`config.mk`:
```
export PLATFORM = sky130hd
export DESIGN_NAME = channel_failure_aging_selector_unit
export DESIGN_NICKNAME = d
export VERILOG_FILES = /design/src/cfas_pkg.sv /design/src/cfas_ram.sv /design/src/cfas_engine.sv /design/src/channel_failure_aging_selector_unit.sv
export SDC_FILE = /design/constraint.sdc
export NUM_CORES = 1
export LEC_CHECK = 0
export ABC_AREA = 1
export BUFFER_PORTS_ARGS = -buffer_cell sky130_fd_sc_hd__buf_2
export CAP_MARGIN = 40
export CORE_MARGIN = 2
export CORE_UTILIZATION = 34
export CTS_BUF_LIST = sky130_fd_sc_hd__clkbuf_4 sky130_fd_sc_hd__clkbuf_8
export DETAILED_ROUTE_END_ITERATION = 8
export SLEW_MARGIN = 20
export SYNTH_ARGS = -nofsm -noshare
export SYNTH_HDL_FRONTEND = slang
export SYNTH_HIERARCHICAL = 1
export SYNTH_SLANG_ARGS = --single-unit
```
`constraint.sdc`:
```
create_clock -name clock -period 8.51 [get_ports clock]
set_clock_uncertainty 0.05 [all_clocks]
set_input_delay 0 -clock clock [delete_from_list [all_inputs] [get_ports clock]]
set_output_delay 0 -clock clock [all_outputs]
set_load 0.005 [all_outputs]
```
`src/cfas_pkg.sv`:
```
// package: shared constants, types and helpers of the channel failure aging selector
`default_nettype none
package cfas_pkg;

   localparam int NUM_CHANNELS = 8;
   localparam int IDX_W        = (NUM_CHANNELS > 1) ? $clog2(NUM_CHANNELS) : 1;
   localparam int PTR_W        = $clog2(NUM_CHANNELS + 1);

   localparam int COUNT_W      = 8;
   localparam int TIME_W       = 32;
   localparam int ENTRY_W      = COUNT_W + TIME_W;
   localparam int OUT_IDX_W    = 3;

   localparam logic [COUNT_W-1:0] COUNT_MAX       = 8'hFF;
   localparam logic [TIME_W-1:0]  AGE_LIMIT_RESET = 32'd1800000;
   localparam logic [8:0]         CHAN_LIMIT      = 9'(NUM_CHANNELS);

   localparam logic CMD_SELECT = 1'b0;
   localparam logic CMD_RECORD = 1'b1;

   // memory port request from the engine
   typedef struct packed {
      logic               wr_en;
      logic [IDX_W-1:0]   wr_addr;
      logic [ENTRY_W-1:0] wr_data;
      logic               rd_en;
      logic [IDX_W-1:0]   rd_addr;
   } mem_req_type;

   // low bits of a channel index as shown on the result port
   function automatic logic [OUT_IDX_W-1:0] out_index(input logic [7:0] idx);
      return idx[OUT_IDX_W-1:0];
   endfunction

endpackage
`default_nettype wire

```
`src/cfas_ram.sv`:
```
// generic ram: one write port, one registered read port
`default_nettype none
module cfas_ram #(
   parameter int WIDTH = 8,
   parameter int DEPTH = 8
) (
   input  wire logic                     clock,
   input  wire logic                     wr_en,
   input  wire logic [$clog2(DEPTH)-1:0] wr_addr,
   input  wire logic [WIDTH-1:0]         wr_data,
   input  wire logic                     rd_en,
   input  wire logic [$clog2(DEPTH)-1:0] rd_addr,
   output logic      [WIDTH-1:0]         rd_data
);

   logic [WIDTH-1:0] mem_ff [DEPTH];
   logic [WIDTH-1:0] rd_data_ff;

   always_ff @(posedge clock) begin
      if (wr_en) begin
         mem_ff[wr_addr] <= wr_data;
      end
      if (rd_en) begin
         rd_data_ff <= mem_ff[rd_addr];
      end
   end

   assign rd_data = rd_data_ff;

endmodule
`default_nettype wire

```
`src/cfas_engine.sv`:
```
// engine: command sequencer, aging, lowest-count search and record update
`default_nettype none
module cfas_engine import cfas_pkg::*; (
   input  wire logic                 clock,
   input  wire logic                 reset,
   input  wire logic                 start,
   input  wire logic                 req_cmd,
   input  wire logic [TIME_W-1:0]    req_now_ms,
   input  wire logic [7:0]           req_channel_id,
   input  wire logic [TIME_W-1:0]    age_limit,
   input  wire logic [ENTRY_W-1:0]   rd_data,
   output mem_req_type               mem_req,
   output logic                      busy,
   output logic                      rsp_strobe,
   output logic [OUT_IDX_W-1:0]      rsp_channel_index,
   output logic [COUNT_W-1:0]        rsp_failure_count,
   output logic                      rsp_matched
);

   localparam logic [1:0] ST_IDLE   = 2'd0;
   localparam logic [1:0] ST_SEL    = 2'd1;
   localparam logic [1:0] ST_REC_RD = 2'd2;
   localparam logic [1:0] ST_REC_WR = 2'd3;

   logic [1:0]              state_ff, state_in;
   logic [PTR_W-1:0]        ptr_ff, ptr_in;
   logic [TIME_W-1:0]       now_ff, now_in;
   logic [IDX_W-1:0]        id_ff, id_in;
   logic [COUNT_W-1:0]      lowest_ff, lowest_in;
   logic [IDX_W-1:0]        best_ff, best_in;
   logic [NUM_CHANNELS-1:0] valid_ff, valid_in;
   logic                    rsp_strobe_ff, rsp_strobe_in;
   logic [OUT_IDX_W-1:0]    rsp_idx_ff, rsp_idx_in;
   logic [COUNT_W-1:0]      rsp_count_ff, rsp_count_in;
   logic                    rsp_matched_ff, rsp_matched_in;

   logic [IDX_W-1:0]   chk_idx;
   logic [IDX_W-1:0]   ent_idx;
   logic [COUNT_W-1:0] ent_count;
   logic [TIME_W-1:0]  ent_time;
   logic [TIME_W-1:0]  elapsed;
   logic               aged;
   logic [COUNT_W-1:0] aged_count;
   logic [COUNT_W-1:0] bumped_count;

   // entry under check is the one read in the previous cycle
   assign chk_idx = IDX_W'(ptr_ff - 1'b1);
   assign ent_idx = (state_ff == ST_SEL) ? chk_idx : id_ff;

   // entries never written read as zero
   assign ent_count = valid_ff[ent_idx] ? rd_data[ENTRY_W-1:TIME_W] : '0;
   assign ent_time  = valid_ff[ent_idx] ? rd_data[TIME_W-1:0] : '0;

   assign elapsed      = now_ff - ent_time;
   assign aged         = (ent_count != '0) && (elapsed > age_limit);
   assign aged_count   = aged ? '0 : ent_count;
   assign bumped_count = (ent_count < COUNT_MAX) ? ent_count + 1'b1 : COUNT_MAX;

   always_comb begin
      state_in       = state_ff;
      ptr_in         = ptr_ff;
      now_in         = now_ff;
      id_in          = id_ff;
      lowest_in      = lowest_ff;
      best_in        = best_ff;
      valid_in       = valid_ff;
      rsp_strobe_in  = 1'b0;
      rsp_idx_in     = rsp_idx_ff;
      rsp_count_in   = rsp_count_ff;
      rsp_matched_in = rsp_matched_ff;
      mem_req        = '0;

      case (state_ff)
         ST_IDLE: begin
            if (start) begin
               now_in = req_now_ms;
               if (req_cmd == CMD_SELECT) begin
                  state_in  = ST_SEL;
                  ptr_in    = '0;
                  lowest_in = COUNT_MAX;
                  best_in   = '0;
               end else if ({1'b0, req_channel_id} < CHAN_LIMIT) begin
                  state_in = ST_REC_RD;
                  id_in    = req_channel_id[IDX_W-1:0];
               end else begin
                  rsp_strobe_in  = 1'b1;
                  rsp_idx_in     = '0;
                  rsp_count_in   = '0;
                  rsp_matched_in = 1'b0;
               end
            end
         end
         ST_SEL: begin
            mem_req.rd_en   = ptr_ff < PTR_W'(NUM_CHANNELS);
            mem_req.rd_addr = ptr_ff[IDX_W-1:0];
            ptr_in          = ptr_ff + 1'b1;
            if (ptr_ff != '0) begin
               if (aged) begin
                  mem_req.wr_en     = 1'b1;
                  mem_req.wr_addr   = chk_idx;
                  mem_req.wr_data   = {{COUNT_W{1'b0}}, ent_time};
                  valid_in[chk_idx] = 1'b1;
               end
               if (aged_count < lowest_ff) begin
                  lowest_in = aged_count;
                  best_in   = chk_idx;
               end
            end
            if (ptr_ff == PTR_W'(NUM_CHANNELS)) begin
               state_in       = ST_IDLE;
               rsp_strobe_in  = 1'b1;
               rsp_idx_in     = out_index(8'(best_in));
               rsp_count_in   = lowest_in;
               rsp_matched_in = 1'b1;
            end
         end
         ST_REC_RD: begin
            mem_req.rd_en   = 1'b1;
            mem_req.rd_addr = id_ff;
            state_in        = ST_REC_WR;
         end
         ST_REC_WR: begin
            mem_req.wr_en   = 1'b1;
            mem_req.wr_addr = id_ff;
            mem_req.wr_data = {bumped_count, now_ff};
            valid_in[id_ff] = 1'b1;
            state_in        = ST_IDLE;
            rsp_strobe_in   = 1'b1;
            rsp_idx_in      = out_index(8'(id_ff));
            rsp_count_in    = bumped_count;
            rsp_matched_in  = 1'b1;
         end
         default: begin
            state_in = ST_IDLE;
         end
      endcase
   end

   always_ff @(posedge clock) begin
      if (reset) begin
         state_ff      <= ST_IDLE;
         valid_ff      <= '0;
         rsp_strobe_ff <= 1'b0;
      end else begin
         state_ff      <= state_in;
         valid_ff      <= valid_in;
         rsp_strobe_ff <= rsp_strobe_in;
      end
   end

   always_ff @(posedge clock) begin
      ptr_ff         <= ptr_in;
      now_ff         <= now_in;
      id_ff          <= id_in;
      lowest_ff      <= lowest_in;
      best_ff        <= best_in;
      rsp_idx_ff     <= rsp_idx_in;
      rsp_count_ff   <= rsp_count_in;
      rsp_matched_ff <= rsp_matched_in;
   end

   assign busy              = state_ff != ST_IDLE;
   assign rsp_strobe        = rsp_strobe_ff;
   assign rsp_channel_index = rsp_idx_ff;
   assign rsp_failure_count = rsp_count_ff;
   assign rsp_matched       = rsp_matched_ff;

endmodule
`default_nettype wire

```
`src/channel_failure_aging_selector_unit.sv`:
```
// top level: channel failure aging selector with csr and channel table memory
`default_nettype none
// A transaction is taken at a rising edge with start high and busy low. Its
// result appears for exactly one cycle with rsp_strobe high; the receiver
// cannot stall, so it must take the result in that cycle. A select
// transaction walks the channel table one entry per cycle through the table
// memory's single read port, ages out stale counts on the way, holds busy
// high for the walk and strobes its registered result once the walk ends.
// A record transaction does one read-modify-write of the named entry, a
// read state then a write state, and strobes its registered result after
// the write; a record for a channel id outside the table strobes in the
// next cycle with matched low and leaves busy low. A new transaction may be
// started in the cycle its predecessor's result is strobed. The table resets
// to all zero at once through per-entry valid bits, so there is no clearing
// pass. The age limit register is written through csr_wr_en / csr_wr_data
// and should only be changed while the unit is idle.
module channel_failure_aging_selector_unit import cfas_pkg::*; (
   input  wire logic                 clock,
   input  wire logic                 reset,
   // command channel
   input  wire logic                 start,
   output logic                      busy,
   input  wire logic                 req_cmd,
   input  wire logic [TIME_W-1:0]    req_now_ms,
   input  wire logic [7:0]           req_channel_id,
   // result channel
   output logic                      rsp_strobe,
   output logic [OUT_IDX_W-1:0]      rsp_channel_index,
   output logic [COUNT_W-1:0]        rsp_failure_count,
   output logic                      rsp_matched,
   // age limit register
   input  wire logic                 csr_wr_en,
   input  wire logic [TIME_W-1:0]    csr_wr_data
);

   logic [TIME_W-1:0]  age_limit_ff;
   logic [TIME_W-1:0]  age_limit_in;
   mem_req_type        mem_req;
   logic [ENTRY_W-1:0] rd_data;
   logic               engine_busy;

   // age limit register, write only
   assign age_limit_in = csr_wr_en ? csr_wr_data : age_limit_ff;

   always_ff @(posedge clock) begin
      if (reset) begin
         age_limit_ff <= AGE_LIMIT_RESET;
      end else begin
         age_limit_ff <= age_limit_in;
      end
   end

   // channel table: {failure count, last failure time} per channel
   cfas_ram #(
      .WIDTH(ENTRY_W),
      .DEPTH(NUM_CHANNELS)
   ) u_table (
      .clock   (clock),
      .wr_en   (mem_req.wr_en),
      .wr_addr (mem_req.wr_addr),
      .wr_data (mem_req.wr_data),
      .rd_en   (mem_req.rd_en),
      .rd_addr (mem_req.rd_addr),
      .rd_data (rd_data)
   );

   // sequencer: select walks the table, record updates one entry
   cfas_engine u_engine (
      .clock             (clock),
      .reset             (reset),
      .start             (start & ~engine_busy),
      .req_cmd           (req_cmd),
      .req_now_ms        (req_now_ms),
      .req_channel_id    (req_channel_id),
      .age_limit         (age_limit_ff),
      .rd_data           (rd_data),
      .mem_req           (mem_req),
      .busy              (engine_busy),
      .rsp_strobe        (rsp_strobe),
      .rsp_channel_index (rsp_channel_index),
      .rsp_failure_count (rsp_failure_count),
      .rsp_matched       (rsp_matched)
   );

   assign busy = engine_busy;

endmodule
`default_nettype wire

```
==> summary.md <==
| Metric | Value |
|---|---|
| Outcome | `finished, final reports clean` |
| # H-tree levels | `3` |
| GRT Total Usage | `17.1%` |
| Critical path peak fanout | `34` |
| Relative slew slack | `40.3%` |
| Startpoint Class | `register` |
| Avg Synthesized Cell Area | `9.25 um^2` |
| EDFF count, synth | `422` |
| Placed Cells incl. Taps | `3,404` |
| Layout overhead on the synthesized area | `21.7%` |
| Seq. cell area | `0.0135 mm^2` |
| Max Clk Rate | `126 MHz` |
| Yosys warns | `6` |
| Slowest Stage Delay on Critical Path | `0.50 ns` |
| Power share of the sequential group | `39.5%` |
| Switching part of the total | `35.7%` |
| I/O Buffers | `90` |
| Clk root buf | `clkbuf_8` |
| Pin count of the biggest net entering global routing | `161` |
| Post-synth net total | `2,640` |
| Initial Utilization | `34.3%` |
| CTS Sinks | `465` |
| Synth top cells by count | `nand2_1, edfxtp_1, inv_1` |
| Die height | `264 um` |
| TritonCTS buffer count | `76` |
| Post-route DRC | `0` |
| Pwr/cell area | `262 mW/mm^2` |
| Hold WC Path Type | `in2reg` |
| Top cell type's share of synthesized area | `55.2%` |
| CTS Buffer Depth | `3` |
| CP most frequent cell | `nand2_1` |
| Initial antenna violation count | `1` |
| RSZ-0062 raised after global routing | `no` |
| WL per Instance | `15.9 um` |
| Clock share of power | `27.6%` |
| P_int | `4710 uW` |
| Post-Layout Cell Count | `3,727` |
| Die X | `264 um` |
| Slowest-stage cell, CP | `edfxtp_1` |
| Slew @ Worst Pin | `0.895 ns` |
| Core area | `0.0670 mm^2` |
| Ys flop type | `edfxtp_1` |
| Final setup vio count | `0` |
| Vias | `17,066` |
| Nets | `2,952` |
| Worst-path clk slew | `0.06 ns` |
| Post-synthesis sequential area ratio | `58.9%` |
| DP HPWL | `34.0 mm` |
| GPL Wtd Cong | `0.859` |
| Combinational share of power | `32.9%` |
| Synthesized flop and latch total | `465` |
| Crit end category | `register` |
| Final Hold Slack | `0.0497 ns` |
| First-pass GRT wire length | `93.5 mm` |
| Maximum vdd drop | `115 uV` |
| Fillers | `6,414` |
| Async S/R FF share, synth | `0%` |
| Fraction of layout cells with a size suffix above 1 | `14.9%` |
| Reg-to-reg slack, setup | `0.57 ns` |
| Max-cap check violation count | `0` |
| Leak | `0.0124 uW` |
| Post-route setup TNS | `0 ns` |
| Max-slew violations | `0` |
| Synthesized netlist cell count | `2,482` |
| Cell Area, Synth | `0.0230 mm^2` |
| Number of global-route vias before repair | `16,952` |
| Critical Path AT | `8.21 ns` |
| Die area | `0.0697 mm^2` |
| Most instantiated library cell after synthesis | `nand2_1` |
| Synth area leader | `edfxtp_1` |
| TritonCTS clock tree | `built` |
| Tot Pwr | `7330 uW` |
| Synth top area cells | `edfxtp_1, nand2_1, inv_1` |
| Worst-skew pair later-pin latency | `0.68 ns` |
| Final antenna-violating net count | `0` |
| Final hold vios | `0` |
| Io pins | `91` |
| WL final | `59.3 mm` |
| Drt first pass iters | `7` |
| Drt initial violations | `1,212` |
| CP Data Required Time | `8.79 ns` |
| Post-Route Utilization | `41.7%` |
| Via-to-Cell Ratio | `4.58` |
| Multi-input logic area | `0.00720 mm^2` |
| Crit share post-route | `93.2%` |
| NetSw | `2620 uW` |
| Fin crit period | `7.94 ns` |
| Yosys cell types | `47` |
| Rows | `95` |
| Grt ovf | `0` |
| CP Class | `reg2reg` |
==> metal layers <==
layer  vias to the layer above  share of wire, %  global-route usage, %
met3                        81               5.2                   2.82
met1                      7993                44                   21.7
met4                         0               2.4                   6.10
met5                         -                 0                      0
li1                       8567                 -                      -
met2                       425                48                   29.2
==> kinds of logic after synthesis <==
kind of cell / count (synthesis) / share of synthesized area, %
simple gates: 1160 / 20.8
buf+inv: 568 / 10.2
flops: 465 / 58.9
compound gates: 173 / 4.23
fa+ha+maj: 81 / 4.44
xor+xnor: 35 / 1.33
==> layout by cell type, fill, tap and decap left out, drive strengths merged, types with 71 or more instances in the layout <==
cell type	n
a21oi	71
edfxtp	422
nor2	95
clkbuf	103
ha	80
buf	146
dlygate4sd3	178
nand3	221
inv	480
nand2	813
==> critical path, delay by kind of cell, from the launching register on <==
family / cells / cell delay (ns)
XOR/XNOR: 1 / 0.16
AND/OR/NAND/NOR: 19 / 2.58
buffers and inverters: 5 / 0.91
AO/OA/AOI/OAI: 9 / 2.27
adder cells (fa/ha/maj): 3 / 1.09
flip-flops: 1 / 0.50
==> per-stage QoR <==
| step | worst slack [ns] | cell area [um^2] |
|---|---|---|
| floorplan | 0.660 | 23000 |
| global placement | 0.550 | 24400 |
| detailed placement | 0.309 | 24600 |
| CTS | 0.273 | 27900 |
| global route | 0.0141 | 28000 |
| finish | 0.575 | 28000 |
==> power groups by stage <==
stage | logic, uW | registers, uW | clock network [uW]
global route | 2720 | 2910 | 2170
detailed placement | 2310 | 2940 | 0
global placement | 2270 | 2940 | 0
CTS | 2390 | 2890 | 2080
finish | 2410 | 2890 | 2030
floorplan | 1630 | 2910 | 0
==> area by class of cell <==
cell class | count | area share [%]
flip-flops and latches | 465 | 48.4
multi-input cells | 1449 | 25.8
repair buffers | 326 | 9.93
inverters | 476 | 6.40
clock buffers | 101 | 4.46
well taps | 873 | 3.91
clock inverters | 36 | 1.14
diodes | 1 | 0.00895
==> flip-flops by register name, indices dropped and copies added, names as in the netlist <==
signal / cells
u_table/mem_ff: 320
u_table/rd_data: 40
age_limit_ff: 32
u_engine/now_ff: 32
u_engine/lowest_ff: 8
u_engine/rsp_failure_count: 8
u_engine/valid_ff: 8
u_engine/ptr_ff: 4
u_engine/best_ff: 3
u_engine/id_ff: 3
u_engine/rsp_channel_index: 3
u_engine/state_ff: 2
u_engine/rsp_matched: 1
u_engine/rsp_strobe: 1
==> final timing paths <==
kind	startpoint	end	cells after the start
setup / recovery	u_engine/ptr_ff[0]$_SDFFCE_PP0P_	u_table/mem_ff[2][8]$_DFFE_PP_	37
setup reg to reg	u_engine/ptr_ff[0]$_SDFFCE_PP0P_	u_table/mem_ff[2][8]$_DFFE_PP_	37
hold / removal	req_now_ms[2]	u_engine/now_ff[2]$_DFFE_PP_	2
hold reg to reg	u_engine/valid_ff[0]$_SDFFE_PP0P_	u_engine/valid_ff[0]$_SDFFE_PP0P_	2
==> repair_timing <==
item,in CTS,in global routing
hold buffers,178,0
resized for setup,0,5
endpoints found under the hold margin,115,0
setup endpoints to repair,0,324
setup buffers,0,0
No activity file was read; power rests on OpenSTA's default activity.
